`src/rtl/core/tpwmlz_pkg.sv`:
```
// tpwmlz_pkg: types, codes and constants of the TPWM LZ decompressor.
// No dependencies; imported by every module of the block.
`timescale 1ns / 1ps

package tpwmlz_pkg;

  localparam int unsigned HDR_LEN     = 8;
  localparam int unsigned HDR_SKIP    = 4;
  localparam int unsigned FLAG_COUNT  = 8;
  localparam int unsigned LEN_BIAS    = 3;
  localparam int unsigned OFFSET_BITS = 12;

  typedef struct packed {
    logic [7:0] in_byte;
    logic       in_last;
  } in_item_t;

  typedef struct packed {
    logic [7:0] out_byte;
    logic       byte_valid;
    logic       run_last;
    logic       end_of_output;
    logic       truncated;
  } out_item_t;

  typedef enum logic [3:0] {
    S_IDLE,
    S_DECODE,
    S_SIZE,
    S_ZERO,
    S_LIT,
    S_COPY_RD,
    S_COPY_WR,
    S_TAIL
  } ctrl_state_e;

  typedef enum logic [2:0] {
    EMIT_NONE,
    EMIT_LIT,
    EMIT_COPY,
    EMIT_ZERO,
    EMIT_TRUNC
  } emit_sel_e;

  typedef struct packed {
    logic      capture;
    logic      hdr_shift;
    logic      size_load;
    logic      flags_load;
    logic      flag_next;
    logic      pend_load;
    logic      copy_start;
    logic      mem_rd;
    emit_sel_e emit;
    logic      stream_clear;
  } dp_cmd_t;

  typedef struct packed {
    logic finished;
    logic hdr_active;
    logic hdr_final;
    logic size_zero;
    logic flags_empty;
    logic flag_bit;
    logic awaiting;
    logic last;
    logic slot_free;
    logic copy_done;
    logic eoo_next;
  } dp_sts_t;

endpackage

```
`src/rtl/core/tpwmlz_ctrl.sv`:
```
// tpwmlz_ctrl: sequencing state machine of the TPWM LZ decompressor.
// Depends on tpwmlz_pkg; drives tpwmlz_dpath through dp_cmd_t / dp_sts_t.
`timescale 1ns / 1ps

module tpwmlz_ctrl
  import tpwmlz_pkg::*;
(
  input  logic    clk_i,
  input  logic    rst_ni,
  input  logic    in_valid_i,
  output logic    in_ready_o,
  output dp_cmd_t cmd_o,
  input  dp_sts_t sts_i
);

  ctrl_state_e state_q, state_d;

  always_ff @(posedge clk_i or negedge rst_ni) begin
    if (!rst_ni) begin
      state_q <= S_IDLE;
    end else begin
      state_q <= state_d;
    end
  end

  always_comb begin
    state_d    = state_q;
    cmd_o      = '0;
    cmd_o.emit = EMIT_NONE;
    in_ready_o = 1'b0;
    case (state_q)
      S_IDLE: begin
        in_ready_o = 1'b1;
        if (in_valid_i) begin
          cmd_o.capture = 1'b1;
          state_d       = S_DECODE;
        end
      end
      S_DECODE: begin
        if (sts_i.finished) begin
          state_d = S_TAIL;
        end else if (sts_i.hdr_active) begin
          cmd_o.hdr_shift = 1'b1;
          state_d         = sts_i.hdr_final ? S_SIZE : S_TAIL;
        end else if (sts_i.flags_empty) begin
          cmd_o.flags_load = 1'b1;
          state_d          = S_TAIL;
        end else if (!sts_i.flag_bit) begin
          cmd_o.flag_next = 1'b1;
          state_d         = S_LIT;
        end else if (!sts_i.awaiting) begin
          cmd_o.pend_load = 1'b1;
          state_d         = S_TAIL;
        end else begin
          cmd_o.copy_start = 1'b1;
          cmd_o.flag_next  = 1'b1;
          state_d          = S_COPY_RD;
        end
      end
      S_SIZE: begin
        cmd_o.size_load = 1'b1;
        state_d         = sts_i.size_zero ? S_ZERO : S_TAIL;
      end
      S_ZERO: begin
        if (sts_i.slot_free) begin
          cmd_o.emit = EMIT_ZERO;
          state_d    = S_TAIL;
        end
      end
      S_LIT: begin
        if (sts_i.slot_free) begin
          cmd_o.emit = EMIT_LIT;
          state_d    = S_TAIL;
        end
      end
      S_COPY_RD: begin
        cmd_o.mem_rd = 1'b1;
        state_d      = S_COPY_WR;
      end
      S_COPY_WR: begin
        if (sts_i.slot_free) begin
          cmd_o.emit = EMIT_COPY;
          state_d    = (sts_i.copy_done || sts_i.eoo_next) ? S_TAIL : S_COPY_RD;
        end
      end
      S_TAIL: begin
        if (!sts_i.last) begin
          state_d = S_IDLE;
        end else if (sts_i.finished) begin
          cmd_o.stream_clear = 1'b1;
          state_d            = S_IDLE;
        end else if (sts_i.slot_free) begin
          cmd_o.emit         = EMIT_TRUNC;
          cmd_o.stream_clear = 1'b1;
          state_d            = S_IDLE;
        end
      end
      default: begin
        state_d = S_IDLE;
      end
    endcase
  end

endmodule

```
`config.mk`:
```
export PLATFORM = sky130hd
export DESIGN_NAME = tpwmlz_ctrl
export DESIGN_NICKNAME = d
export VERILOG_FILES = /design/src/rtl/core/tpwmlz_pkg.sv /design/src/rtl/core/tpwmlz_ctrl.sv
export SDC_FILE = /design/constraint.sdc
export NUM_CORES = 1
export LEC_CHECK = 0
export ABC_AREA = 1
export BUFFER_PORTS_ARGS = -buffer_cell sky130_fd_sc_hd__buf_4
export CAP_MARGIN = 20
export CORE_AREA = 4 4 41 43
export DETAILED_ROUTE_END_ITERATION = 6
export DIE_AREA = 0 0 45 47
export PLACE_DENSITY_LB_ADDON = 0.2
export SLEW_MARGIN = 0
export SYNTH_ARGS = -nofsm -noshare
export SYNTH_HDL_FRONTEND = slang
export SYNTH_SLANG_ARGS = --single-unit
```
`constraint.sdc`:
```
create_clock -name clk_i -period 1.6 [get_ports clk_i]
set_clock_uncertainty 0.05 [all_clocks]
set_input_delay 0.08 -clock clk_i [delete_from_list [all_inputs] [get_ports clk_i]]
set_output_delay 0.08 -clock clk_i [all_outputs]
set_load 0.02 [all_outputs]
```
==> summary.txt, run 1 <==
Outcome
  • Status: finished, final reports clean

Floorplan
  • Die Ht: approximately 47 um
  • Core Region: roughly 0.0013 mm^2
  • Die area: about 0.0021 mm^2
  • Die width: roughly 45 um
  • I/O pin count: 27
  • Initial Util: ~36%
  • Site row count: 13

Layout
  • # diodes: 0
  • Largest register by flop count: state_q
  • Biggest regs: state_q (3)
  • Share of layout cells above drive strength 1: roughly 39%
  • Commonest non-fill, non-tap cells in the layout: 27 x buf_4, 19 x nand2_1, 13 x nor2_1, 13 x nand3_1, 9 x inv_1
  • Nets: 130
  • Area of the multi-input gates: 340 um^2
  • Sequential Area: between 70 and 80 um^2
  • Leading cell type in the layout, fill and taps excluded: buf_4
  • Largest register FFs: 3
  • Final instance area: between 700 and 800 um^2
  • Util after Layout: a little under three fifths
  • Area Overhead vs Synth: 55.0%
  • # fillers: ~150

Timing
  • Slew headroom: 86.9%
  • Slew @ Worst Pin: just under 200 ps
  • Fin. Hold Viols: 0
  • RSZ-0062 raised after global routing: false
  • Maximum clock frequency: around 680 MHz
  • Fin crit period: about 1500 ps
  • Finish-stage setup viols: 0
  • Fin Hold WS: about 120 ps
  • Slew Viols, Final: 0
  • Crit share post-route: roughly 92%
  • Setup_tns: 0 ps
  • Final WS setup: ~120 ps

Global route
  • Overflow after GRT: 0
  • Initial antenna violation count: 0
  • First-pass GRT wire length: about 2100 um
  • Met2 usage: between 20% and 30%
  • GRT Util Overall: 13.8%
  • Vias in the first global route: ~530
  • Most Crowded Layer GR: met2
  • GR Util met1: 18.5%
  • Largest net degree at the start of global routing: 12
  • Met3 Use GR: 2.30%

Place
  • DP Worst Slack: around 220 ps
  • DP Area: around 670 um^2
  • Port bufs: 26
  • RePlAce Congestion: around 0.84
  • DP Wirelength: approximately 1100 um

Power and ir drop
  • Switching part of the total power: between 50 and 60%
  • Combinational group share of total power: about 70%
  • NetSw: around 0.64 mW
  • Internal power: 0.540 mW
  • Leak Pwr: about 0.39 nW
  • Max IR drop VDD: about 0.56 mV
  • Flop pwr share: 18.5%
  • Power share of the clock group: 11.7%
  • Power Dens Cells: roughly 1600 mW/mm^2

Detailed routing
  • Via/cell ratio: around 4.8
  • Routed wire per std cell: between 9 and 10 um
  • Drt initial violations: 15
  • Post-Route WL: 1300 um
  • DRT Pass-1 Iters: 4
  • Drt drc: 0
  • Via count: 621
  • DRT antenna net count: 0

Clock network
  • CTS tree: yes
  • Clock buffer depth: 2
  • CTS Buf Count: 3
  • CTS sink cnt: 3
  • Clock latency on the worst-skew pair: roughly 240 ps
  • Root Driver: clkbuf_4
  • H-tree Lvls: 1
  • CTS clk-pin slew, worst paths: 40 ps

Synthesis
  • Synth Register Bits: 3
  • Syn nets: slightly below 100
  • Synth area leader: dfrtp_1
  • Register area share after synthesis: between 10% and 20%
  • Post-Syn Area: around 470 um^2
  • Yosys top cell area share: between 10% and 20%
  • Synth top area cells: dfrtp_1 16%, nand2_1 15%, nand3_1 14%
  • Synth warnings: 0
  • Post-synthesis instance total: 85
  • Synth cell types: 19
  • Avg Cell Area, Syn: 5.49 um^2

Setup path
  • Peak fanout along the critical path: 8
  • CP Depth: 4
  • Worst path required time: ~1500 ps
  • Critical-path cell list: inv_2, nand3_1, a21oi_1, buf_4
  • CP Buf/Inv Count: 2
  • CP arrival: about 1400 ps
  • CP peak stage delay: 470 ps
  • Slowest cell on crit path: dfrtp_2
  • CP top delay family: flip-flops
  • Crit. End Element: output port
  • Reg2reg path depth: 7
  • Crit Path Category: flip-flop to output port
  • CP startpoint kind: flip-flop

Run
  • Max-Cap Viols: 0

Min path
  • Min-delay worst type: input pin to async pin
Yosys cell counts (all sizes together):
library cell  count
nor3              4
nand3            13
inv              12
nand2            23
a21boi            1
o21ai             5
a21oi             4
dfrtp             3
nor2             17
nor4              1
buf               2
cell type report:
cell class	instances	share of cell area [%]
tap	15	2.60
timing repair buffer	28	29.4
multi-input combinational	68	47.1
sequential	3	10.7
inverter	12	6.57
clock buffer	4	3.63
power groups by stage:
stage	Combinational, mW	Clock [mW]	Sequential [mW]
floorplan	0.654	0	0.154
global placement	0.810	0	0.207
detailed placement	0.814	0	0.208
CTS	0.818	0.139	0.211
global route	0.926	0.141	0.227
finish	0.825	0.138	0.219
cell families after synthesis:
family	Yosys count	share of synthesized area, %
buffers and inverters	14	13.4
DFF	3	16.1
and+or+nand+nor	58	59.3
AOI/OAI and AO/OA	10	11.3
worst register-to-register path, stage by stage, from the launching register on:
cell     delay [ps]
dfrtp_2         470
nand2_1         150
nor2_4          120
nand3_1          80
nand2_1         110
nor2_2           60
nand2_1          70
nand2_1          50
repair_timing:
action / CTS / global route
endpoints found under the hold margin: 3 / 0
resized for setup: 1 / 3
endpoints found under the setup margin: 1 / 2
buffers inserted: 0 / 0
pin swaps: 0 / 0
hold buffers: 1 / 0
metrics by stage:
step / cells / total power [mW]
floorplan: 85 / 0.808
global placement: 125 / 1.02
detailed placement: 125 / 1.02
CTS: 130 / 1.17
global route: 130 / 1.29
finish: 130 / 1.18
layer usage:
metal | part of all wire, % | wire length [um]
met1 | 45 | 582
met2 | 44 | 572
met3 | 7.3 | 94
met4 | 3.4 | 44
met5 | 0 | 0
worst paths after layout:
check	startpoint	to	slack, ps
worst max-delay path	state_q[2]	cmd_o[1]	120
worst min-delay path	rst_ni	state_q[1]	120
worst max register to register	state_q[0]	state_q[1]	330
worst min register to register	state_q[0]	state_q[0]	610
max in group asynchronous	rst_ni	state_q[0]	1270
min in group clk_i	sts_i[10]	state_q[2]	120
No activity file was read; power rests on OpenSTA's default activity.
==> inputs of run 2 (changes only) <==
--- a/config.mk
+++ b/config.mk
@@ -8,9 +8,11 @@
 export ABC_AREA = 1
 export BUFFER_PORTS_ARGS = -buffer_cell sky130_fd_sc_hd__buf_4
 export CAP_MARGIN = 20
-export CORE_AREA = 4 4 41 43
+export CELL_PAD_IN_SITES_DETAIL_PLACEMENT = 0
+export CELL_PAD_IN_SITES_GLOBAL_PLACEMENT = 2
+export CORE_MARGIN = 4
+export CORE_UTILIZATION = 18
 export DETAILED_ROUTE_END_ITERATION = 6
-export DIE_AREA = 0 0 45 47
 export PLACE_DENSITY_LB_ADDON = 0.2
 export SLEW_MARGIN = 0
 export SYNTH_ARGS = -nofsm -noshare
==> summary.txt, run 2 (synthesized netlist as in run 1, its figures left out) <==
Outcome
  • Status: finished, final reports clean

Timing
  • Maximum clock frequency: 670 MHz (-1.1%)
  • Setup_tns: 0 ps (unchanged)
  • Finish-stage setup viols: 0 (unchanged)
  • Slew Viols, Final: 0 (unchanged)
  • Fin. Hold Viols: 0 (unchanged)
  • Slew headroom: 85.0% (-1.9 points)
  • Fin crit period: 1490 ps (+15.9 ps)
  • Slew @ Worst Pin: 223 ps (+27.8 ps)
  • Crit share post-route: 93.3% (+1.0 points)
  • RSZ-0062 raised after global routing: false

Setup path
  • Crit Path Category: flip-flop to output port
  • CP startpoint kind: flip-flop
  • Crit. End Element: output port
  • Peak fanout along the critical path: 8 (unchanged)
  • Worst path required time: 1470 ps (about the same)
  • CP arrival: 1360 ps (about the same)
  • Reg-to-reg startpoint: state_q[2]
  • Crit path from: state_q[2]

Floorplan
  • Die width: 58.9 um (+31%)
  • Core Region: 0.00248 mm^2 (+90%)
  • Initial Util: 18.8% (-17 points)
  • Die area: 0.00347 mm^2 (+64%)
  • Die Ht: 58.9 um (+25%)
  • I/O pin count: 27 (unchanged)
  • Site row count: 18 (+5)

Place
  • DP Area: 699 um^2 (+3.9%)
  • DP Wirelength: 1270 um (+21%)
  • Port bufs: 26 (unchanged)
  • RePlAce Congestion: 0.744 (-11%)

Clock network
  • Clock latency on the worst-skew pair: 240 ps (about the same)
  • H-tree Lvls: 1 (unchanged)
  • CTS sink cnt: 3 (unchanged)
  • CTS tree: yes
  • Clock buffer depth: 2 (unchanged)
  • CTS Buf Count: 3 (unchanged)
  • CTS clk-pin slew, worst paths: 40 ps (about the same)
  • Postcts setup bufs: 0 (unchanged)
  • Root Driver: clkbuf_4

Power and ir drop
  • Power Dens Cells: 1630 mW/mm^2 (-0.45%)
  • Power share of the clock group: 11.0% (-0.7 points)
  • Internal power: 0.555 mW (+2.8%)
  • Max IR drop VDD: 0.599 mV (+7.1%)
  • Combinational group share of total power: 71.8% (+2.0 points)
  • Flop pwr share: 17.2% (-1.3 points)
  • NetSw: 0.664 mW (+3.5%)
  • Leak Pwr: 0.398 nW (+1.2%)
  • Switching part of the total power: 54.5% (+0.16 points)

Detailed routing
  • Via/cell ratio: 4.27 (-11%)
  • Post-Route WL: 1510 um (+17%)
  • Via count: 624 (+0.48%)
  • Routed wire per std cell: 10.3 um (+3.8%)
  • Drt initial violations: 16 (+1)
  • DRT antenna net count: 0 (unchanged)
  • Drt drc: 0 (unchanged)
  • DRT Pass-1 Iters: 4 (unchanged)

Layout
  • # fillers: 307 (+110%)
  • Area Overhead vs Synth: 60.6%
  • Share of layout cells above drive strength 1: 39.7% (+0.52 points)
  • Largest register FFs: 3 (unchanged)
  • Biggest regs: state_q (3)
  • Leading cell type in the layout, fill and taps excluded: buf_4
  • Nets: 131 (+0.77%)
  • Commonest non-fill, non-tap cells in the layout: 28 x buf_4, 19 x nand2_1, 13 x nor2_1, 13 x nand3_1, 9 x inv_1
  • # diodes: 0 (unchanged)
  • Final instance area: 749 um^2 (+3.6%)
  • Largest register by flop count: state_q

Global route
  • Initial antenna violation count: 0 (unchanged)
  • Vias in the first global route: 631 (+20%)
  • GRT Util Overall: 9.10% (-4.7 points)
  • First-pass GRT wire length: 2480 um (+17%)
  • Largest net degree at the start of global routing: 10 (-2)
  • Overflow after GRT: 0 (unchanged)

Min path
  • Min-delay worst type: input pin to async pin

Run
  • Max-Cap Viols: 0 (unchanged)
## run 2: cell types whose count changed in the layout (fill, tap and decap cells not counted)
cell | before | now
buf_4 | 27 | 28
## run 2: final cells by class
type | count | area [um^2] | area share (%)
Multi-Input combinational cell | 68 | 340 | 45.4
Timing Repair Buffer | 29 | 220 | 29.4
Sequential cell | 3 | 77.6 | 10.4
Inverter | 12 | 47.5 | 6.34
Tap cell | 30 | 37.5 | 5.01
Clock buffer | 4 | 26.3 | 3.51
## run 2: layer usage
metal | vias to the layer above | part of all wire [%] | track usage, %
li1 | 332 | - | -
met1 | 263 | 46 | 11.6
met2 | 26 | 46 | 15.1
met3 | 3 | 6.7 | 1.32
met4 | 0 | 1.4 | 3.88
met5 | - | 0 | 0
## run 2: metrics by stage
stage / cells / hold slack [ps] / power (mW) / utilization [%] / setup slack [ps]
after floorplan: 85 / -266 / 0.808 / - / 26.3
after global placement: 141 / -179 / 1.08 / 28.2 / 232
after detailed placement: 141 / -179 / 1.06 / 28.2 / 256
after CTS: 146 / 119 / 1.21 / 29.7 / 0.822
after global routing: 146 / 123 / 1.33 / 30.3 / 3.02
final: 146 / 120 / 1.22 / 30.3 / 108
## run 2: final timing paths
path,endpoint,slack (ps),cells past startpoint
max in group asynchronous,state_q[2],1280,2
min reg2reg,state_q[2],610,2
max,cmd_o[2],110,4
min,state_q[1],120,2
min in group clk_i,state_q[2],120,4
max reg2reg,state_q[1],320,7
## run 2: timing repair
item | in CTS | in global routing
setup endpoints to repair | 0 | 7
hold endpoints to repair | 3 | 0
hold buffers | 1 | 0
gates resized for setup | 0 | 4
## run 2: worst max-delay path, cell delays in order, from the launching register on
cell and delay (ps):
dfrtp_2 470, inv_2 150, nand3_1 150, a21oi_1 190
buf_4 160
## run 2: power by group through the flow
stage	Clock (mW)	Combinational, mW	Sequential [mW]
after global routing	0.148	0.968	0.218
after global placement	0	0.882	0.200
after floorplan	0	0.654	0.154
after detailed placement	0	0.866	0.198
after CTS	0.139	0.870	0.198
final	0.134	0.876	0.209
